$ cat config.mk
export PLATFORM = sky130hd
export DESIGN_NAME = jbee_ctrl
export DESIGN_NICKNAME = d
export VERILOG_FILES = /design/src/hdl/jbee_pkg.sv /design/src/hdl/jbee_ctrl.sv
export SDC_FILE = /design/constraint.sdc
export NUM_CORES = 1
export LEC_CHECK = 0
export BUFFER_PORTS_ARGS = -buffer_cell sky130_fd_sc_hd__clkbuf_2
export CAP_MARGIN = 20
export CORE_MARGIN = 4
export CORE_UTILIZATION = 47
export CTS_CLUSTER_DIAMETER = 30
export DETAILED_ROUTE_END_ITERATION = 12
export PLACE_DENSITY = 0.71
export SYNTH_ARGS = -nofsm -noshare
export SYNTH_HDL_FRONTEND = slang
export SYNTH_SLANG_ARGS = --single-unit
$ cat constraint.sdc
create_clock -name clk -period 14.6 [get_ports clk]
set_clock_uncertainty 0.05 [all_clocks]
set_input_delay 2.92 -clock clk [delete_from_list [all_inputs] [get_ports clk]]
set_output_delay 2.92 -clock clk [all_outputs]
set_load 0.01 [all_outputs]
$ cat src/hdl/jbee_pkg.sv
// Package for the baseline entropy encoder: shared types, state codes and Huffman code tables.
// The code memory, packer, sequencer and top level import it. It depends on nothing else.
package jbee_pkg;

  // Entry of a code table: length in the upper five bits, code in the lower sixteen.
  typedef logic [20:0] code_entry_t;

  typedef enum logic [2:0] {
    ST_IDLE,
    ST_LOOK,
    ST_BITS,
    ST_DRAIN,
    ST_FLUSH
  } enc_state_t;

  localparam logic [7:0] SYM_EOB = 8'h00;
  localparam logic [7:0] SYM_ZRL = 8'hF0;
  localparam logic [7:0] BYTE_FF = 8'hFF;
  localparam int unsigned AC_MAX = 1023;

  // Builds the canonical Annex K code for one symbol, found by walking the count list.
  function automatic code_entry_t canon(input logic [1:0] tbl, input logic [7:0] sym);
    logic [7:0] cnt [0:15];
    logic [7:0] syms [0:161];
    int unsigned n, k, code, len, i;
    code_entry_t r;
    r = '0;
    k = 0;
    code = 0;
    for (i = 0; i < 162; i++) syms[i] = 8'h00;
    case (tbl)
      2'd0, 2'd2: begin
        for (i = 0; i < 12; i++) syms[i] = 8'(i);
        n = 12;
      end
      2'd1: begin
        n = 162;
        syms = '{8'h01,8'h02,8'h03,8'h00,8'h04,8'h11,8'h05,8'h12,8'h21,8'h31,8'h41,8'h06,
          8'h13,8'h51,8'h61,8'h07,8'h22,8'h71,8'h14,8'h32,8'h81,8'h91,8'hA1,8'h08,
          8'h23,8'h42,8'hB1,8'hC1,8'h15,8'h52,8'hD1,8'hF0,8'h24,8'h33,8'h62,8'h72,
          8'h82,8'h09,8'h0A,8'h16,8'h17,8'h18,8'h19,8'h1A,8'h25,8'h26,8'h27,8'h28,
          8'h29,8'h2A,8'h34,8'h35,8'h36,8'h37,8'h38,8'h39,8'h3A,8'h43,8'h44,8'h45,
          8'h46,8'h47,8'h48,8'h49,8'h4A,8'h53,8'h54,8'h55,8'h56,8'h57,8'h58,8'h59,
          8'h5A,8'h63,8'h64,8'h65,8'h66,8'h67,8'h68,8'h69,8'h6A,8'h73,8'h74,8'h75,
          8'h76,8'h77,8'h78,8'h79,8'h7A,8'h83,8'h84,8'h85,8'h86,8'h87,8'h88,8'h89,
          8'h8A,8'h92,8'h93,8'h94,8'h95,8'h96,8'h97,8'h98,8'h99,8'h9A,8'hA2,8'hA3,
          8'hA4,8'hA5,8'hA6,8'hA7,8'hA8,8'hA9,8'hAA,8'hB2,8'hB3,8'hB4,8'hB5,8'hB6,
          8'hB7,8'hB8,8'hB9,8'hBA,8'hC2,8'hC3,8'hC4,8'hC5,8'hC6,8'hC7,8'hC8,8'hC9,
          8'hCA,8'hD2,8'hD3,8'hD4,8'hD5,8'hD6,8'hD7,8'hD8,8'hD9,8'hDA,8'hE1,8'hE2,
          8'hE3,8'hE4,8'hE5,8'hE6,8'hE7,8'hE8,8'hE9,8'hEA,8'hF1,8'hF2,8'hF3,8'hF4,
          8'hF5,8'hF6,8'hF7,8'hF8,8'hF9,8'hFA};
      end
      default: begin
        n = 162;
        syms = '{8'h00,8'h01,8'h02,8'h03,8'h11,8'h04,8'h05,8'h21,8'h31,8'h06,8'h12,8'h41,
          8'h51,8'h07,8'h61,8'h71,8'h13,8'h22,8'h32,8'h81,8'h08,8'h14,8'h42,8'h91,
          8'hA1,8'hB1,8'hC1,8'h09,8'h23,8'h33,8'h52,8'hF0,8'h15,8'h62,8'h72,8'hD1,
          8'h0A,8'h16,8'h24,8'h34,8'hE1,8'h25,8'hF1,8'h17,8'h18,8'h19,8'h1A,8'h26,
          8'h27,8'h28,8'h29,8'h2A,8'h35,8'h36,8'h37,8'h38,8'h39,8'h3A,8'h43,8'h44,
          8'h45,8'h46,8'h47,8'h48,8'h49,8'h4A,8'h53,8'h54,8'h55,8'h56,8'h57,8'h58,
          8'h59,8'h5A,8'h63,8'h64,8'h65,8'h66,8'h67,8'h68,8'h69,8'h6A,8'h73,8'h74,
          8'h75,8'h76,8'h77,8'h78,8'h79,8'h7A,8'h82,8'h83,8'h84,8'h85,8'h86,8'h87,
          8'h88,8'h89,8'h8A,8'h92,8'h93,8'h94,8'h95,8'h96,8'h97,8'h98,8'h99,8'h9A,
          8'hA2,8'hA3,8'hA4,8'hA5,8'hA6,8'hA7,8'hA8,8'hA9,8'hAA,8'hB2,8'hB3,8'hB4,
          8'hB5,8'hB6,8'hB7,8'hB8,8'hB9,8'hBA,8'hC2,8'hC3,8'hC4,8'hC5,8'hC6,8'hC7,
          8'hC8,8'hC9,8'hCA,8'hD2,8'hD3,8'hD4,8'hD5,8'hD6,8'hD7,8'hD8,8'hD9,8'hDA,
          8'hE2,8'hE3,8'hE4,8'hE5,8'hE6,8'hE7,8'hE8,8'hE9,8'hEA,8'hF2,8'hF3,8'hF4,
          8'hF5,8'hF6,8'hF7,8'hF8,8'hF9,8'hFA};
      end
    endcase
    case (tbl)
      2'd0: cnt = '{8'd0,8'd1,8'd5,8'd1,8'd1,8'd1,8'd1,8'd1,8'd1,8'd0,8'd0,8'd0,8'd0,8'd0,
                    8'd0,8'd0};
      2'd1: cnt = '{8'd0,8'd2,8'd1,8'd3,8'd3,8'd2,8'd4,8'd3,8'd5,8'd5,8'd4,8'd4,8'd0,8'd0,
                    8'd1,8'd125};
      2'd2: cnt = '{8'd0,8'd3,8'd1,8'd1,8'd1,8'd1,8'd1,8'd1,8'd1,8'd1,8'd1,8'd0,8'd0,8'd0,
                    8'd0,8'd0};
      default: cnt = '{8'd0,8'd2,8'd1,8'd2,8'd4,8'd4,8'd3,8'd4,8'd7,8'd5,8'd4,8'd4,8'd0,
                       8'd1,8'd2,8'd119};
    endcase
    for (len = 1; len <= 16; len++) begin
      for (i = 0; i < 256; i++) begin
        if (i < cnt[len-1] && k < n) begin
          if (syms[k] == sym) r = {5'(len), 16'(code)};
          code++;
          k++;
        end
      end
      code = code << 1;
    end
    return r;
  endfunction

endpackage

$ cat src/hdl/jbee_ctrl.sv
// Sequencer: DC predictor and run-length coding, driving the code memory and the packer.
// Uses jbee_pkg for state codes and constants.
module jbee_ctrl import jbee_pkg::*; #(
  parameter int COEFF_LIMIT = 2048
) (
  input  logic        clk,
  input  logic        rst,
  input  logic        in_valid,
  output logic        in_ready,
  input  logic        mode,
  input  logic [1:0]  component,
  input  logic [11:0] coefficient,
  output logic [9:0]  rom_addr,
  input  code_entry_t rom_entry,
  output logic        load,
  output logic [15:0] bits,
  output logic [4:0]  len,
  output logic        pad,
  input  logic        busy,
  output logic        item_done
);

  localparam logic signed [12:0] LIM = 13'(COEFF_LIMIT - 1);

  enc_state_t  state, state_next;
  logic signed [11:0] pred [0:2];
  logic [5:0]  zero_run;
  logic [5:0]  coeff_index;
  logic [1:0]  comp;
  logic signed [11:0] val;
  logic [3:0]  cat;
  logic        zrl_pending;
  logic        eob_only;
  logic        no_bits;
  logic signed [12:0] v_in, v_sat, diff, dsat, vac;
  logic [1:0]  comp_in;
  logic [3:0]  cat_in;
  logic [11:0] mag;
  logic [11:0] absv;

  assign comp_in = (component == 2'd3) ? 2'd2 : component;
  assign v_in = 13'(signed'(coefficient));
  assign v_sat = (v_in > LIM) ? LIM : (v_in < -LIM) ? -LIM : v_in;
  assign diff = v_sat - 13'(pred[comp_in]);
  assign dsat = (diff > LIM) ? LIM : (diff < -LIM) ? -LIM : diff;
  assign vac = (v_sat > 13'sd1023) ? 13'sd1023 : (v_sat < -13'sd1023) ? -13'sd1023 : v_sat;

  // Magnitude category of the value that will be coded.
  always_comb begin
    logic signed [12:0] x;
    x = (coeff_index == 6'd0) ? dsat : vac;
    absv = 12'(x < 0 ? -x : x);
    cat_in = 4'd0;
    for (int i = 0; i < 12; i++) if (absv[i]) cat_in = 4'(i + 1);
  end

  assign mag = (val >= 0) ? 12'(val) : 12'(val + 12'sd1 * 12'((13'h1 << cat) - 13'h1));

  // Next state.
  always_comb begin
    state_next = state;
    case (state)
      ST_IDLE: if (in_valid) state_next = mode ? ST_FLUSH :
          (coeff_index != 6'd0 && v_sat == 0 && coeff_index != 6'd63) ? ST_IDLE : ST_LOOK;
      ST_LOOK: state_next = (!zrl_pending && (no_bits || eob_only)) ? ST_DRAIN : ST_BITS;
      ST_BITS: state_next = busy ? ST_BITS : (zrl_pending ? ST_LOOK : ST_DRAIN);
      ST_FLUSH: state_next = ST_DRAIN;
      ST_DRAIN: state_next = busy ? ST_DRAIN : ST_IDLE;
      default: state_next = ST_IDLE;
    endcase
  end

  // Outputs. While a ZRL is in the packer, the memory already fetches the code that
  // follows it: another ZRL if at least 16 zeros remain after it, else the run and size symbol.
  // The item's last bits are in the packer once the sequencer reaches the drain state.
  always_comb begin
    in_ready = (state == ST_IDLE);
    load = 1'b0;
    pad = 1'b0;
    bits = rom_entry[15:0];
    len = rom_entry[20:16];
    item_done = 1'b0;
    rom_addr = {comp != 2'd0, 1'b1, (zrl_pending && zero_run >= 6'd32) ? SYM_ZRL :
                {zero_run[3:0], cat}};
    if (state == ST_IDLE && in_valid) begin
      rom_addr = {comp_in != 2'd0, coeff_index != 6'd0, (coeff_index == 6'd0) ? {4'd0, cat_in} :
                  (v_sat == 0) ? SYM_EOB : (zero_run >= 6'd16) ? SYM_ZRL :
                  {zero_run[3:0], cat_in}};
    end
    case (state)
      ST_LOOK: load = !busy;
      ST_BITS: begin
        load = !busy && !zrl_pending;
        bits = 16'(mag);
        len = {1'b0, cat};
      end
      ST_FLUSH: pad = 1'b1;
      ST_DRAIN: item_done = 1'b1;
      default: ;
    endcase
  end

  assign no_bits = (cat == 4'd0);

  // Item state, predictors and run tracking.
  always_ff @(posedge clk) begin
    if (rst) begin
      state <= ST_IDLE;
      coeff_index <= '0;
      zero_run <= '0;
      zrl_pending <= 1'b0;
      eob_only <= 1'b0;
      for (int i = 0; i < 3; i++) pred[i] <= '0;
    end else begin
      state <= state_next;
      if (state == ST_IDLE && in_valid) begin
        comp <= comp_in;
        cat <= cat_in;
        eob_only <= 1'b0;
        zrl_pending <= 1'b0;
        if (mode) begin
          coeff_index <= '0;
          zero_run <= '0;
          for (int i = 0; i < 3; i++) pred[i] <= '0;
        end else if (coeff_index == 6'd0) begin
          val <= 12'(dsat);
          pred[comp_in] <= 12'(v_sat);
          coeff_index <= 6'd1;
        end else begin
          coeff_index <= coeff_index + 6'd1;
          val <= 12'(vac);
          if (v_sat == 0) begin
            zero_run <= (coeff_index == 6'd63) ? 6'd0 : zero_run + 6'd1;
            eob_only <= 1'b1;
          end else begin
            zrl_pending <= (zero_run >= 6'd16);
          end
        end
      end else if (state == ST_BITS && !busy && zrl_pending) begin
        zero_run <= zero_run - 6'd16;
        zrl_pending <= (zero_run >= 6'd32);
      end else if (state == ST_BITS && !busy) begin
        zero_run <= '0;
      end
    end
  end

  assert property (@(posedge clk) disable iff (rst) load |-> !busy)
    else $error("load into busy packer");
  assert property (@(posedge clk) disable iff (rst) (load && pad) == 1'b0)
    else $error("load and pad together");
  assert property (@(posedge clk) disable iff (rst) zrl_pending |-> zero_run >= 6'd16)
    else $error("ZRL with short run");

endmodule

# == After elaboration in Yosys (flattened, before gate mapping) ==
# Memories as Yosys holds them, arrays and structs flattened.
# Index checks and enable logic that the tools add are counted.
# totals
regBits,35
latch_bits,0
ramBits,36
mem_bits_ro,0
input_bits,40
out_inout_bits,35
word_cells,141
memories,1
# mem_list
name,depth,word_bits,rd,rd_clocked_by_memory_dff,wr,line,rtl
pred,3,12,1,0,3,jbee_ctrl.sv:26,logic signed [11:0] pred [0:2];
# classes
addsub,7
multipliers,0
div,0
order_cmp,10
n_eq_ne,10
shift,1
muxes,75
bitwise_logic,5
n_reduce_logical,24
# ops
op,n
13-bit 2-to-1 mux,7
12-bit 2-to-1 mux,7
6-bit 2-to-1 mux,9
4-bit 2-to-1 mux,11
32-bit logical NOT,1
8-bit 2-to-1 mux,4
1-bit 2-to-1 mux,25
16-bit 2-to-1 mux,1
3-bit one-hot mux with 5 select lines,1
"13-bit by 11-bit > comparator with 1-bit output, second input constant",1
"13-bit by 12-bit > comparator with 1-bit output, second input constant",1
"13-bit by 1-bit less-than comparator with 1-bit output, second input constant",1
"13-bit by 11-bit less-than comparator with 1-bit output, second input constant",1
"13-bit by 12-bit less-than comparator with 1-bit output, second input constant",1
13-bit by 12-bit subtractor with 13-bit output,1
12-bit adder,1
"6-bit by 1-bit adder with 6-bit output, second input constant",2
"12-bit by 1-bit >= comparator with 1-bit output, second input constant",1
"12-bit > comparator, second input constant",1
"12-bit less-than comparator, second input constant",1
12-bit negator,1
12-bit OR reduction,1
"1-bit by 4-bit << shifter with 12-bit output, first input constant",1
"12-bit by 1-bit subtractor with 12-bit output, second input constant",1
30 further kinds,50

# == Logic depth before layout (Yosys ltp) ==
# depth
ltp_word,26
mapped_depth,27
mapped_depth_nobuf,25

# == Least setup slack after synthesis ==
# OpenSTA, ideal clock, no wires.
# synth_path
path_kind,input to output
startpoint,input coefficient[9]
endpoint,output rom_addr[2]
arrival_ps,7980
required_ps,11630
path_slack_ps,3650
stages,26
n_path_buf,2
cell_sequence,nor4_1 -> nand2_1 -> o41ai_1 -> ha_1 -> buf_6 -> buf_2 -> nor2_1 -> ha_1 -> inv_1 -> ha_1 -> a211oi_1 -> o21ai_0 -> or4_1 -> o311a_2 -> nor2_4 -> a41oi_2 -> a41oi_4 -> inv_2 -> ha_1 -> inv_1 -> a221oi_2 -> a31oi_1 -> xor2_1 -> nor2_1 -> nand3_1 -> o31ai_1
# synth_via
elab_chain_len,24
elab_cells_between_ends,32
classes_between,add/sub (2); order compare (7); mux (22); reduce/logical (1)
# synth_rtl
item,line,rtl
from (decl),jbee_ctrl.sv:12,"input logic [11:0] coefficient,"
12-bit less-than comparator,jbee_ctrl.sv:43,assign v_sat = (v_in > LIM) ? LIM : (v_in < -LIM) ? -LIM : v_in;
13-bit 2-to-1 mux,jbee_ctrl.sv:43,
13-bit 2-to-1 mux *,jbee_ctrl.sv:43,
13-bit by 12-bit subtractor with 13-bit output,jbee_ctrl.sv:44,assign diff = v_sat - 13'(pred[comp_in]);
13-bit by 12-bit less-than comparator with 1-bit output,jbee_ctrl.sv:45,assign dsat = (diff > LIM) ? LIM : (diff < -LIM) ? -LIM : diff;
13-bit 2-to-1 mux (2 in series),jbee_ctrl.sv:45,
13-bit 2-to-1 mux,jbee_ctrl.sv:51,x = (coeff_index == 6'd0) ? dsat : vac;
12-bit negator / 13-bit by 1-bit less-than comparator with 1-bit output (equally long branches),jbee_ctrl.sv:52,absv = 12'(x < 0 ? -x : x);
12-bit 2-to-1 mux,jbee_ctrl.sv:52,
4-bit 2-to-1 mux (10 in series),jbee_ctrl.sv:54,for (int i = 0; i < 12; i++) if (absv[i]) cat_in = 4'(i + 1);
8-bit 2-to-1 mux (2 in series),jbee_ctrl.sv:87,(v_sat == 0) ? SYM_EOB : (zero_run >= 6'd16) ? SYM_ZRL :
8-bit 2-to-1 mux *,jbee_ctrl.sv:86,"rom_addr = {comp_in != 2'd0, coeff_index != 6'd0, (coeff_index == 6'd0) ? {4'd0, cat_in} :"
10-bit 2-to-1 mux *,jbee_ctrl.sv:85,if (state == ST_IDLE && in_valid) begin
to (decl),jbee_ctrl.sv:13,"output logic [9:0] rom_addr,"
# Mark *: on every way between the ends. The rest lies on a longest branch, timed or not.

# == Final worst setup path ==
# layout_path
startpoint,input coefficient[7]
endpoint,output rom_addr[2]
# Same word-level chain as after synthesis.

==> impl_metrics.ini <==
[synth]
ys_warn_count = 0
synth-main-ff-cell = edfxtp_1
synth.net_count = 875
synth_edf_count = 54
ys_seq_area_share_pct = 29.8
ys_ff_latch = 71
syn_area_per_cell_um2 = 8.28
synth_area_um2 = 6580
synthDistinctLibCells = 96
synth_async_sr_flop_share_pct = 0
postSynthCellCount = 794

[critical_path]
critPathMaxFanout = 19
cp.arrival_ps = 9010
startpoint_type = input pin
reg2reg_to = cat[0]$_DFFE_PP_
cpMostUsedCell = nor2_1
r2r-start = pred[1][8]$_SDFFCE_PN0P_
reg2reg_depth = 18
ff2ff_setup_slack_ps = 9520
critical_path.slowest_cell = a211oi_1
slowest_delay_ps = 610
worstPathRequired_ps = 11630
crit_path_end_kind = primary output
worst-setup-path-type = input pin to primary output

[clock_tree]
htree_num_levels = 3
cts_root_buf = clkbuf_16
holdBufCountCts = 0
cts_sinks = 71
clk_latency_ps = 340
ctsResizeCount = 0
postCtsSetupBuffers = 0
clk_path_buf_depth = 2
path_clk_slew_ps = 60
cts_tree = built
numCtsBuffers = 9

[power_and_ir_drop]
ir_worst_vdd_v = 0.0000623
leakagePower_nw = 3.07
power.density_nw_per_um2 = 122

[layout]
fin_nets = 918
final_cell_mix = nor2_1, clkbuf_2, inv_1, a21oi_1, nand2_1
n_antenna_cell = 0
n_fill_cell = 1285
area_growth_pct = 10.8
final_common_cell = nor2_1
drive_above_1_share_pct = 17.2
final_area_um2 = 7290

[sta]
slew_viol_final = 0
grt_setup_unrepaired = false
worst_slack_ps = 2620
min_period_ps = 11980
final-hold-violation-count = 0
relSlewSlack_pct = 30.4
timing.final.crit_share_pct = 82.1
setup_tns_ps = 0
tightest_slew_ps = 1010
fmax_mhz = 83.5
setup_viol_count_final = 0

[die]
fp.dieH_um = 126
dieArea_um2 = 16000
fp.coreArea_um2 = 13500
rows = 42
start_util_pct = 48.9
die_w_um = 126
io_pins = 75

[worst_hold_path]
hp-class = register to register
hold_path_end = eob_only$_SDFFE_PP0P_
hp-start = eob_only$_SDFFE_PP0P_
holdPathStages = 2

[route]
viasPerCell = 5.76
routed_wl_um = 16100
ant_nets = 0
vias = 5868
dr.pass1.iters = 5
route.detailed.drc = 0
drt_iter0_drc = 362
wl_per_cell_um = 15.8

[global_route]
grtUsageTotal_pct = 20.1
antenna_found_initial = 0
grt-ovfl-total = 0
grt_pass1_vias = 5459
grt_max_degree = 44
grt_pass1_wl_um = 26600

[placed_design]
io_buffers = 74
hpwl_um = 12500
place_area_um2 = 6970
gp_congestion = 0.926
pre_cts_slack_ps = 2790

[outcome]
status = completed

[run]
maxCapViolCount = 0
## how the worst max path moves through the flow
stage / end / cells after the start / from
after floorplan: rom_addr[2] / 26 / coefficient[9]
after global placement: rom_addr[2] / 26 / coefficient[7]
after detailed placement: rom_addr[2] / 27 / coefficient[7]
after CTS: rom_addr[2] / 27 / coefficient[7]
after global routing: rom_addr[2] / 27 / coefficient[7]
final: rom_addr[2] / 27 / coefficient[7]
## cells in the mapped netlist, drive strengths merged (7+ instances only)
library cell  number  area, um2
o21ai             52        260
mux2i             21        210
o21bai             9       67.6
nor2b             12       75.1
nor2             100        385
buf               18        126
a211oi             8       87.6
nand2b            24        150
inv               72        270
nor4               7       43.8
and2              10       62.6
a21oi             61        313
nand2             57        214
nand3             21        110
o211ai            14        125
and3               7       43.8
ha                40        500
edfxtp            54       1620
xor2              11       96.3
clkbuf            27        101
dfxtp             17        340
nor3              12       65.1
mux2              13        158
xnor2             18        158
## cell type report
type	count	area (um2)	share of cell area [%]
multi-input combinational	606	4120	56.5
sequential	71	1960	26.9
timing repair buffer	77	393	5.39
inverter	72	270	3.71
clock buffer	10	229	3.14
tap	176	220	3.02
clock inverter	6	93.8	1.29
## critical path: cells and delay by family
family	cells	cell delay [ps]
buf+inv	4	450
xor+xnor	1	180
simple gates	8	1570
compound gates	10	2720
fa+ha+maj	4	1140
## metrics by stage
stage / std cells / hold slack (ps) / total power [mW] / utilization, %
finish: 1018 / 399 / 0.890 / 54.2
global route: 1018 / 441 / 0.948 / 54.2
CTS: 1018 / 402 / 0.889 / 54.2
detailed placement: 1002 / 394 / 0.652 / 51.8
global placement: 1002 / 385 / 0.650 / 51.8
floorplan: 794 / 377 / 0.565 / -
## state kept, by name (all words and copies together) (netlist names)
register / count
cat: 4
coeff_index: 6
comp: 2
eob_only: 1
pred: 36
state: 3
val: 12
zero_run: 6
zrl_pending: 1
## cells by family (layout without fill, tap and decap cells)
kind of cell             Yosys count  after routing  synth area share, %
AO/OA/AOI/OAI                    218            218                 23.5
XOR/XNOR                          29             29                 3.86
adder cells (fa/ha/maj)           43             43                 8.26
buffers and inverters            117            165                 7.57
flip-flops                        71             71                 29.8
multiplexers                      34             34                 5.59
AND/OR/NAND/NOR                  282            282                 21.4
## routing by layer
layer | part of all wire (%) | GRT usage, % | routed length (um) | vias up
met4 | 1.9 | 6.06 | 308 | 0
li1 | - | - | - | 2943
met3 | 6.6 | 3.49 | 1060 | 27
met2 | 47 | 33.8 | 7540 | 212
met1 | 45 | 26.6 | 7200 | 2686
met5 | 0 | 0 | 0 | -
## report_power, final
part | leakage [nW] | switching [mW] | internal, mW
clock | 0.153 | 0.0838 | 0.151
sequential | 0.682 | 0.00980 | 0.239
combinational | 2.24 | 0.253 | 0.154
No activity file was read; power rests on OpenSTA's default activity.
