==> config.mk <==
export PLATFORM = sky130hd
export DESIGN_NAME = jbee_packer
export DESIGN_NICKNAME = d
export VERILOG_FILES = /design/src/hdl/jbee_pkg.sv /design/src/hdl/jbee_packer.sv
export SDC_FILE = /design/constraint.sdc
export NUM_CORES = 1
export LEC_CHECK = 0
export ABC_AREA = 1
export BUFFER_PORTS_ARGS = -buffer_cell sky130_fd_sc_hd__buf_4
export CAP_MARGIN = 0
export CORE_ASPECT_RATIO = 1.2
export CORE_UTILIZATION = 50
export DETAILED_ROUTE_END_ITERATION = 16
export PLACE_DENSITY = 0.68
export SLEW_MARGIN = 30
export SYNTH_ARGS = -nofsm -noshare
export SYNTH_HDL_FRONTEND = slang
export SYNTH_SLANG_ARGS = --single-unit
export TNS_END_PERCENT = 20
==> constraint.sdc <==
create_clock -name clk -period 3.8 [get_ports clk]
set_clock_uncertainty 0.05 [all_clocks]
set_input_delay 0.38 -clock clk [delete_from_list [all_inputs] [get_ports clk]]
set_output_delay 0.38 -clock clk [all_outputs]
set_load 0.02 [all_outputs]
==> src/hdl/jbee_pkg.sv <==
// Package for the baseline entropy encoder: shared types, state codes and Huffman code tables.
// The code memory, packer, sequencer and top level import it. It depends on nothing else.
package jbee_pkg;

  // Entry of a code table: length in the upper five bits, code in the lower sixteen.
  typedef logic [20:0] code_entry_t;

  typedef enum logic [2:0] {
    ST_IDLE,
    ST_LOOK,
    ST_BITS,
    ST_DRAIN,
    ST_FLUSH
  } enc_state_t;

  localparam logic [7:0] SYM_EOB = 8'h00;
  localparam logic [7:0] SYM_ZRL = 8'hF0;
  localparam logic [7:0] BYTE_FF = 8'hFF;
  localparam int unsigned AC_MAX = 1023;

  // Builds the canonical Annex K code for one symbol, found by walking the count list.
  function automatic code_entry_t canon(input logic [1:0] tbl, input logic [7:0] sym);
    logic [7:0] cnt [0:15];
    logic [7:0] syms [0:161];
    int unsigned n, k, code, len, i;
    code_entry_t r;
    r = '0;
    k = 0;
    code = 0;
    for (i = 0; i < 162; i++) syms[i] = 8'h00;
    case (tbl)
      2'd0, 2'd2: begin
        for (i = 0; i < 12; i++) syms[i] = 8'(i);
        n = 12;
      end
      2'd1: begin
        n = 162;
        syms = '{8'h01,8'h02,8'h03,8'h00,8'h04,8'h11,8'h05,8'h12,8'h21,8'h31,8'h41,8'h06,
          8'h13,8'h51,8'h61,8'h07,8'h22,8'h71,8'h14,8'h32,8'h81,8'h91,8'hA1,8'h08,
          8'h23,8'h42,8'hB1,8'hC1,8'h15,8'h52,8'hD1,8'hF0,8'h24,8'h33,8'h62,8'h72,
          8'h82,8'h09,8'h0A,8'h16,8'h17,8'h18,8'h19,8'h1A,8'h25,8'h26,8'h27,8'h28,
          8'h29,8'h2A,8'h34,8'h35,8'h36,8'h37,8'h38,8'h39,8'h3A,8'h43,8'h44,8'h45,
          8'h46,8'h47,8'h48,8'h49,8'h4A,8'h53,8'h54,8'h55,8'h56,8'h57,8'h58,8'h59,
          8'h5A,8'h63,8'h64,8'h65,8'h66,8'h67,8'h68,8'h69,8'h6A,8'h73,8'h74,8'h75,
          8'h76,8'h77,8'h78,8'h79,8'h7A,8'h83,8'h84,8'h85,8'h86,8'h87,8'h88,8'h89,
          8'h8A,8'h92,8'h93,8'h94,8'h95,8'h96,8'h97,8'h98,8'h99,8'h9A,8'hA2,8'hA3,
          8'hA4,8'hA5,8'hA6,8'hA7,8'hA8,8'hA9,8'hAA,8'hB2,8'hB3,8'hB4,8'hB5,8'hB6,
          8'hB7,8'hB8,8'hB9,8'hBA,8'hC2,8'hC3,8'hC4,8'hC5,8'hC6,8'hC7,8'hC8,8'hC9,
          8'hCA,8'hD2,8'hD3,8'hD4,8'hD5,8'hD6,8'hD7,8'hD8,8'hD9,8'hDA,8'hE1,8'hE2,
          8'hE3,8'hE4,8'hE5,8'hE6,8'hE7,8'hE8,8'hE9,8'hEA,8'hF1,8'hF2,8'hF3,8'hF4,
          8'hF5,8'hF6,8'hF7,8'hF8,8'hF9,8'hFA};
      end
      default: begin
        n = 162;
        syms = '{8'h00,8'h01,8'h02,8'h03,8'h11,8'h04,8'h05,8'h21,8'h31,8'h06,8'h12,8'h41,
          8'h51,8'h07,8'h61,8'h71,8'h13,8'h22,8'h32,8'h81,8'h08,8'h14,8'h42,8'h91,
          8'hA1,8'hB1,8'hC1,8'h09,8'h23,8'h33,8'h52,8'hF0,8'h15,8'h62,8'h72,8'hD1,
          8'h0A,8'h16,8'h24,8'h34,8'hE1,8'h25,8'hF1,8'h17,8'h18,8'h19,8'h1A,8'h26,
          8'h27,8'h28,8'h29,8'h2A,8'h35,8'h36,8'h37,8'h38,8'h39,8'h3A,8'h43,8'h44,
          8'h45,8'h46,8'h47,8'h48,8'h49,8'h4A,8'h53,8'h54,8'h55,8'h56,8'h57,8'h58,
          8'h59,8'h5A,8'h63,8'h64,8'h65,8'h66,8'h67,8'h68,8'h69,8'h6A,8'h73,8'h74,
          8'h75,8'h76,8'h77,8'h78,8'h79,8'h7A,8'h82,8'h83,8'h84,8'h85,8'h86,8'h87,
          8'h88,8'h89,8'h8A,8'h92,8'h93,8'h94,8'h95,8'h96,8'h97,8'h98,8'h99,8'h9A,
          8'hA2,8'hA3,8'hA4,8'hA5,8'hA6,8'hA7,8'hA8,8'hA9,8'hAA,8'hB2,8'hB3,8'hB4,
          8'hB5,8'hB6,8'hB7,8'hB8,8'hB9,8'hBA,8'hC2,8'hC3,8'hC4,8'hC5,8'hC6,8'hC7,
          8'hC8,8'hC9,8'hCA,8'hD2,8'hD3,8'hD4,8'hD5,8'hD6,8'hD7,8'hD8,8'hD9,8'hDA,
          8'hE2,8'hE3,8'hE4,8'hE5,8'hE6,8'hE7,8'hE8,8'hE9,8'hEA,8'hF2,8'hF3,8'hF4,
          8'hF5,8'hF6,8'hF7,8'hF8,8'hF9,8'hFA};
      end
    endcase
    case (tbl)
      2'd0: cnt = '{8'd0,8'd1,8'd5,8'd1,8'd1,8'd1,8'd1,8'd1,8'd1,8'd0,8'd0,8'd0,8'd0,8'd0,
                    8'd0,8'd0};
      2'd1: cnt = '{8'd0,8'd2,8'd1,8'd3,8'd3,8'd2,8'd4,8'd3,8'd5,8'd5,8'd4,8'd4,8'd0,8'd0,
                    8'd1,8'd125};
      2'd2: cnt = '{8'd0,8'd3,8'd1,8'd1,8'd1,8'd1,8'd1,8'd1,8'd1,8'd1,8'd1,8'd0,8'd0,8'd0,
                    8'd0,8'd0};
      default: cnt = '{8'd0,8'd2,8'd1,8'd2,8'd4,8'd4,8'd3,8'd4,8'd7,8'd5,8'd4,8'd4,8'd0,
                       8'd1,8'd2,8'd119};
    endcase
    for (len = 1; len <= 16; len++) begin
      for (i = 0; i < 256; i++) begin
        if (i < cnt[len-1] && k < n) begin
          if (syms[k] == sym) r = {5'(len), 16'(code)};
          code++;
          k++;
        end
      end
      code = code << 1;
    end
    return r;
  endfunction

endpackage

==> src/hdl/jbee_packer.sv <==
// Bit packer: appends up to 16 bits to a pending byte and hands out bytes with 0xFF stuffing.
// Uses jbee_pkg for constants.
module jbee_packer import jbee_pkg::*; (
  input  logic        clk,
  input  logic        rst,
  input  logic        load,
  input  logic [15:0] bits,
  input  logic [4:0]  len,
  input  logic        pad,
  input  logic        take,
  output logic        busy,
  output logic [7:0]  byte_out,
  output logic        has_byte
);

  logic [22:0] acc;
  logic [4:0]  cnt;
  logic        stuff;
  logic [22:0] acc_next;
  logic [4:0]  cnt_next;
  logic [7:0]  head;

  assign head = 8'(acc >> (cnt - 5'd8));
  assign has_byte = stuff || cnt >= 5'd8;
  assign byte_out = stuff ? 8'h00 : head;
  assign busy = has_byte;

  always_comb begin
    acc_next = acc;
    cnt_next = cnt;
    if (load) begin
      acc_next = (acc << len) | 23'(bits & 16'((17'h1 << len) - 17'h1));
      cnt_next = cnt + len;
    end else if (pad && cnt != 5'd0) begin
      acc_next = (acc << (5'd8 - cnt)) | 23'((9'h1 << (5'd8 - cnt)) - 9'h1);
      cnt_next = 5'd8;
    end else if (pad) begin
      acc_next = '0;
    end
  end

  // One byte leaves per accepted take; stuffing holds the count for one extra word.
  always_ff @(posedge clk) begin
    if (rst) begin
      acc <= '0;
      cnt <= '0;
      stuff <= 1'b0;
    end else if (take && has_byte) begin
      if (stuff) begin
        stuff <= 1'b0;
      end else begin
        cnt <= cnt - 5'd8;
        acc <= acc & 23'((24'h1 << (cnt - 5'd8)) - 24'h1);
        stuff <= (head == BYTE_FF);
      end
    end else begin
      acc <= acc_next;
      cnt <= cnt_next;
    end
  end

  assert property (@(posedge clk) disable iff (rst) $rose(stuff) |-> $past(head) == BYTE_FF)
    else $error("stuffing without 0xFF");
  assert property (@(posedge clk) disable iff (rst) cnt <= 5'd23)
    else $error("packer overflow");
  assert property (@(posedge clk) disable iff (rst) load |-> !has_byte)
    else $error("load while bytes pending");

endmodule

---- Word level (Yosys, flattened, before mapping) ----
Cells that the tools add are included.
cells by class
  bitwise logic cells ..................... 4
  equal/unequal tests ..................... 2
  shift-type cells ........................ 6
  $add $sub $neg .......................... 6
  multiplexer cells ....................... 11
  magnitude comparators ................... 1
  reduce and logical (&&, ||, !) cells .... 8
operator list
  kind                   count
  $mux 23                5
  $shl 1x5->23 const A   2
  $shl 23x5->23          2
  $sub 23x1->23 const B  2
  $and 23x23->23         1
  $or 23x16->23          1
  $or 23x23->23          1
  $shr 23x5->8           1
  $mux 5                 4
  $and 16x16->16         1
  $shl 1x5->16 const A   1
  $sub 16x1->16 const B  1
  $eq 8x8->1 const B     1
  $mux 8                 1
  $add 5x5->5            1
  $ge 5x4->1 const B     1
  $reduce_bool 5->1      1
  $sub 4x5->5 const A    1
  $sub 5x4->5 const B    1
  $reduce_and 2->1       2
  $reduce_bool 4->1      1
  $reduce_bool 3->1      1
  $logic_and 1x1->1      2
  $ne 2x2->1 const B     1
  other kinds (2)        2
word-level totals
  input port bits ......................... 26
  register bits after elaboration ......... 29
  output and inout port bits .............. 10
  logic and storage cells ................. 41

---- Depth between registers and ports, before layout ----
Gate-level depths: netlist of run 1.
  word-level depth ........................ 7
  mapped depth ............................ 19

---- Worst setup path before layout of run 1 ----
No wires, ideal clock.
  path kind ............................... register to register
  from .................................... register cnt[1]
  to ...................................... register acc[20]
  setup slack ............................. 1034 ps
  arrival ................................. 2596 ps
  stages on the path, launching flop included .. 19
  data required time ...................... 3631 ps
  path through ............................ dfxtp_1 buf_2 inv_1 clkbuf_1 ha_1 nand2_8 nand2_2 nand2_1 nand2_2 nor2_4 nand2_1 ha_1 nand2_1 nor2_2 nand3_1 nand2_1 nand3_1 nand2_1 a21oi_1
between the ends
  cells in the longest elaborated chain, start to end .. 7
  elaborated cells between the ends (all ways) .. 21
  classes of those cells .................. 4 x add/sub; 1 x order compare; 1 x eq/ne; 3 x shift; 4 x mux; 2 x bitwise; 6 x reduce/logical
ends and longest elaborated chain
  what                      RTL line           source
  start: declaration        jbee_packer.sv:17  logic [4:0] cnt;
  start signal: assignment  jbee_packer.sv:52  cnt <= cnt - 5'd8;
  start signal: assignment  jbee_packer.sv:58  cnt <= cnt_next;
  $sub 4x5->5               jbee_packer.sv:35  acc_next = (acc << (5'd8 - cnt)) | 23'((9'h1 << (5'd8 - cnt)) - 9'h1);
  $shl 1x5->23              jbee_packer.sv:35
  $sub 23x1->23             jbee_packer.sv:35
  $or 23x23->23             jbee_packer.sv:35
  $mux 23                   jbee_packer.sv:34  end else if (pad && cnt != 5'd0) begin
  $mux 23                   jbee_packer.sv:31  if (load) begin
  $mux 23                   jbee_packer.sv:48  end else if (take && has_byte) begin
  end signal: assignment    jbee_packer.sv:53  acc <= acc & 23'((24'h1 << (cnt - 5'd8)) - 24'h1);
  end signal: assignment    jbee_packer.sv:57  acc <= acc_next;
  end: declaration          jbee_packer.sv:16  logic [22:0] acc;
Several ways; a longest one is shown, not always the timed one. The select of a mux whose other input is x is not followed.
A chain may end at the register's enable or synchronous reset.

---- Worst setup path after layout of run 1 ----
  from .................................... register cnt[4]
  to ...................................... register acc[10]
Same word-level chain as after synthesis.

==> results of run 1 <==
==> final timing paths <==
| kind | start | endpoint | slack (ns) |
|---|---|---|---|
| max | cnt[4] | acc[10] | 0.22 |
| min | rst | stuff | 0.34 |
| max reg2reg | cnt[4] | acc[10] | 0.22 |
| min reg2reg | acc[2] | acc[2] | 0.48 |
==> critical path, stage by stage, from the launching register on <==
cell	delay [ns]
dfxtp_1	0.47
inv_1	0.19
ha_1	0.55
nand2_4	0.21
inv_2	0.09
nand2_1	0.13
ha_1	0.20
inv_1	0.07
nor3_2	0.38
nand2_1	0.13
nand2_1	0.09
nand3_1	0.06
o21ai_0	0.58
a21oi_1	0.15
a21oi_1	0.16
==> power groups by stage <==
stage	combinational (uW)	sequential, uW	clock (uW)
2_1_floorplan	3510	489	0
3_3_place_gp	4650	592	0
3_5_place_dp	4650	593	0
4_1_cts	4670	586	540
5_1_grt	5270	607	550
6_report	4830	615	539
==> cell usage after synthesis, types with 9 or more instances <==
library cell	count
clkbuf_1	25
o22ai_1	11
nor2_4	11
inv_2	11
nand3_1	105
nor2_2	11
dfxtp_1	29
o21ai_1	12
o211ai_1	18
nand2_1	403
buf_2	22
a21oi_1	60
inv_1	89
nand3_2	9
nor2_1	140
nand2_2	12
o21ai_0	185
ha_1	15
nor3_1	11
o21a_1	9
==> layer usage <==
layer	vias up	part of all wire	GRT usage
li1	4189	-	-
met1	3980	0.39	0.547
met2	565	0.44	0.682
met3	127	0.11	0.0529
met4	0	0.072	0.261
met5	-	0	0
==> through the flow <==
step	area [sq um]	setup slack [ns]	hold WS [ns]	total power [uW]
after floorplan	6590	1.03	0.413	4000
after global placement	6850	0.685	0.466	5250
after detailed placement	6850	0.616	0.460	5240
after CTS	7040	0.627	0.327	5800
after global routing	7040	0.0694	0.334	6430
final	7040	0.218	0.339	5980
==> cells by family (layout without fill, tap and decap cells) <==
| logic type | count (synthesis) | after routing | share of synthesized area |
|---|---|---|---|
| compound gates | 318 | 318 | 0.266 |
| xor+xnor | 8 | 8 | 0.0106 |
| flops | 29 | 29 | 0.0882 |
| simple gates | 726 | 726 | 0.484 |
| buf+inv | 164 | 162 | 0.109 |
| mux | 7 | 7 | 0.0106 |
| fa+ha+maj | 16 | 16 | 0.0315 |
==> flip-flops by register name, indices dropped and copies added (netlist names) <==
name	cells
cnt	5
acc	23
stuff	1
==> cells in the final DEF (no fill, tap or decap), types with 7 or more instances in the layout <==
cell,synthesis,final
inv_2,11,11
o21ai_0,185,185
nor2_4,11,11
mux2i_1,7,7
ha_1,15,15
o211ai_1,18,18
nand2_1,403,403
inv_1,89,89
o21a_1,9,9
a21oi_1,60,60
nor3_1,11,11
nand3_1,105,105
dfxtp_1,29,29
nand2_2,12,12
o22ai_1,11,11
nand4_1,7,7
buf_4,4,52
nand3_2,9,9
nor2_1,140,140
o21ai_1,12,12
nor2_2,11,11
==> layout make-up <==
class                      count  area share
clock buffer                   5      0.0178
clock inverter                 3     0.00924
inverter                     102      0.0554
multi-input combinational   1075       0.751
sequential                    29      0.0824
tap                          164      0.0291
timing repair buffer          52      0.0554
==> out/metrics.yaml, run 1 <==
tightest_slew_ns: 0.709
grt-ovfl-total: 0
cp.required_ns: 3.97
start_kind: "flop"
sw_frac_of_total: 0.629
p_per_area_nw_per_um2: 849
ys_seq_area_frac: 0.0882
postCtsResizedCells: 0
hold_depth: 2
grt_pass1_vias: 7978
placement_rows: 45
hold_buffers: 0
fmax_ghz: 0.279
dpl.hpwl_mm: 22.8
end_kind: "flop"
dp.cells: 1422
fin_setup_tns_ns: 0
cts_tree: "built"
period_needed_ns: 3.58
syn-cell-area_sq_um: 6590
cts_sinks: 29
start_util: 0.518
yosys-top-cells-area: "nand2_1 (23%), o21ai_0 (14%), dfxtp_1 (8.8%)"
ff_latch_area_sq_um: 581
yosysUniqueCellTypes: 52
clockPowerShare: 0.090
vias: 8861
drt_iter0_markers: 1184
grt_max_degree: 57
synth_seq_cells: 29
multi_input_area_sq_um: 5290
synth_area_leader_cell: "nand2_1"
cts_root_buf: "clkbuf_16"
status: "complete, no violations"
p_leak_uw: 0.00336
fill_cells: 1433
power_frac_comb: 0.807
synth-main-ff-cell: "dfxtp_1"
core-area_sq_um: 12700
routedWlPerCell_microns: 20.3
synth_top_area_share: 0.230
post_cts_buffers: 0
drt_wl_total_mm: 29.0
ys_warn_count: 0
synth-async-reset-ratio: 0
seqPwrFrac: 0.103
grt_pass1_wl_mm: 44.6
cap_violations: 0
antenna_found_initial: 0
syn-num-nets: 1310
fin_crit_sh: 0.943
portBuffers: 35
gp_congestion: 1.05
rsz0062_at_grt: "no"
ff2ff_path_depth: 14
worstSetupPathType: "reg2reg"
max-vdd-ir-drop_v: 0.000627
dieWidth_microns: 107
first_pass_iters: 8
drive_gt1_frac: 0.103
avgSynthCellArea_sq_um: 5.19
stdcell_count: 1430
hold_viol_final: 0
num_antenna_cells: 0
clkTransAtPathRegs_ns: 0.06
dieArea_sq_um: 13600
drv_slew: 0
critPathArrivalTime_ns: 3.75
final_util: 0.553
cp_max_fo: 12
cts_buffer_depth: 2
antenna_left: 0
synth_edf_count: 0
setup_viol_count_final: 0
area_growth_pct: 6.95
die_h_microns: 128
relSlewSlack: 0.522
syn-instance-count: 1268
vias_per_cell: 6.20
clkLatencyLatePin_ns: 0.29
drc: 0
grt.total_usage: 0.428
cts_max_level: 2
finalNetCount: 1307
cts_buffers: 5
p_sw_uw: 3760
hold_class: "in2reg"
ios: 36
p_int_uw: 2220
Note: power is estimated with default switching activity, not from simulation.
==> inputs of run 2 (changes only) <==
CELL_PAD_IN_SITES_DETAIL_PLACEMENT = 0   (was unset)
CELL_PAD_IN_SITES_GLOBAL_PLACEMENT = 1   (was unset)
CORE_UTILIZATION = 43   (was 50)
PLACE_DENSITY = 0.84   (was 0.68)
==> out/metrics.yaml, run 2 (synthesis gave the netlist of run 1 again) <==
start_kind: "flop"
area_growth_pct: 8.04
period_needed_ns: 3.18
cts_buffer_depth: 2
clockPowerShare: 0.090
layout_commonest_cell: "nand2_1"
tightest_slew_ns: 0.722
wl_met2_mm: 13.5
hold_buffers: 0
core-area_sq_um: 15000
grt-ovfl-total: 0
clkTransAtPathRegs_ns: 0.06
drc: 0
layout_common_cells: "nand2_1 (403), o21ai_0 (185), nor2_1 (140)"
placement_rows: 49
grt_pass1_wl_mm: 43.8
wl_met1_mm: 11.5
slowest_delay_ns: 0.51
max-vdd-ir-drop_v: 0.000591
clkLatencyLatePin_ns: 0.29
cp_max_fo: 10
p_sw_uw: 3720
sw_frac_of_total: 0.625
drv_slew: 0
worstSetupPathType: "reg2reg"
setup_viol_count_final: 0
antenna_left: 0
cts_buffers: 5
grt_max_degree: 39
hold_class: "in2reg"
largest_reg_flops: 23
fin_crit_sh: 0.837
grt_pass1_vias: 7981
postLayoutSetupSlackWorst_ns: 0.618
fmax_ghz: 0.314
ios: 36
cts_max_level: 2
post_cts_buffers: 0
p_leak_uw: 0.00337
critPathArrivalTime_ns: 3.29
cts_sinks: 29
vias: 8625
dpl.hpwl_mm: 23.2
routedWlPerCell_microns: 19.7
cap_violations: 0
wl_met3_mm: 2.07
cts_root_buf: "clkbuf_16"
grt.total_usage: 0.369
cp.required_ns: 3.91
antenna_found_initial: 0
num_antenna_cells: 0
dieWidth_microns: 115
dieArea_sq_um: 15800
registers.top_by_ff_count: "acc"
rsz0062_at_grt: "no"
p_int_uw: 2230
drt_iter0_markers: 935
drive_gt1_frac: 0.105
status: "complete, no violations"
postCtsResizedCells: 0
hold_viol_final: 0
cts_tree: "built"
power_frac_comb: 0.812
fin_setup_tns_ns: 0
vias_per_cell: 5.86
reg2reg_setup_slack_ns: 0.62
relSlewSlack: 0.518
die_h_microns: 138
end_kind: "flop"
slowest_stage: "ha_1"
pre_cts_ws_ns: 0.608
portBuffers: 35
maxUsedRoutingLayer: "met4"
crit_top_cell: "inv_1"
first_pass_iters: 8
finalNetCount: 1309
gp_congestion: 1.03
seqPwrFrac: 0.098
drt_wl_total_mm: 29.0
p_per_area_nw_per_um2: 837
start_util: 0.440
reg_top3: "acc: 23 flops, cnt: 5 flops, stuff: 1 flops"
crit_chain: "inv_1 > ha_1 > nand2_4 > nor2_1 > inv_1 > ha_1 > inv_1 > nor3_2 > inv_1 > nor2_1 > o21ai_0 > a21oi_1 > a21oi_1"
## run 2: cell count changes in the layout (fill, tap and decap cells not counted)
cell,previous run,this run
buf_4,52,54
nor3_4,0,1
nor3_2,3,2
## run 2: path summary, 6_finish.rpt
path | from | to | depth (start not counted)
hold / removal | rst | stuff | 2
setup reg to reg | cnt[4] | acc[6] | 13
hold reg to reg | acc[2] | acc[2] | 2
setup / recovery | cnt[4] | acc[6] | 13
## run 2: layout make-up
type                       instances  area (sq um)
timing repair buffer              54           405
fill                            1766          7850
sequential                        29           581
clock inverter                     3          65.1
tap                              204           255
clock buffer                       5           125
multi-input combinational       1075          5290
inverter                         102           390
## run 2: per-layer routing
metal | global-route usage | up-vias
met2 | 0.630 | 425
met4 | 0.234 | 0
li1 | - | 4200
met1 | 0.440 | 3898
met3 | 0.0378 | 102
met5 | 0 | -
## run 2: worst max-delay path, delay by kind of cell, from the launching register on
kind	cells	cell delay, ns
and+or+nand+nor	4	0.74
AOI/OAI and AO/OA	3	0.61
buffers and inverters	4	0.49
adders and majority gates	2	0.71
DFF	1	0.44
## run 2: power by group through the flow
stage	clock [uW]	combinational [uW]	sequential, uW
6_report	538	4830	584
5_1_grt	544	5300	586
4_1_cts	532	4710	568
3_5_place_dp	0	4690	575
3_3_place_gp	0	4690	572
2_1_floorplan	0	3510	489
## run 2: through the flow
stage	cell area [sq um]	std cells	total power, uW	utilization	hold WS (ns)
floorplan	6590	1268	4000	-	0.413
detailed placement	6920	1464	5260	0.462	0.470
global route	7110	1472	6430	0.476	0.362
finish	7110	1472	5950	0.476	0.372
global placement	6920	1464	5270	0.462	0.450
CTS	7110	1472	5810	0.475	0.362
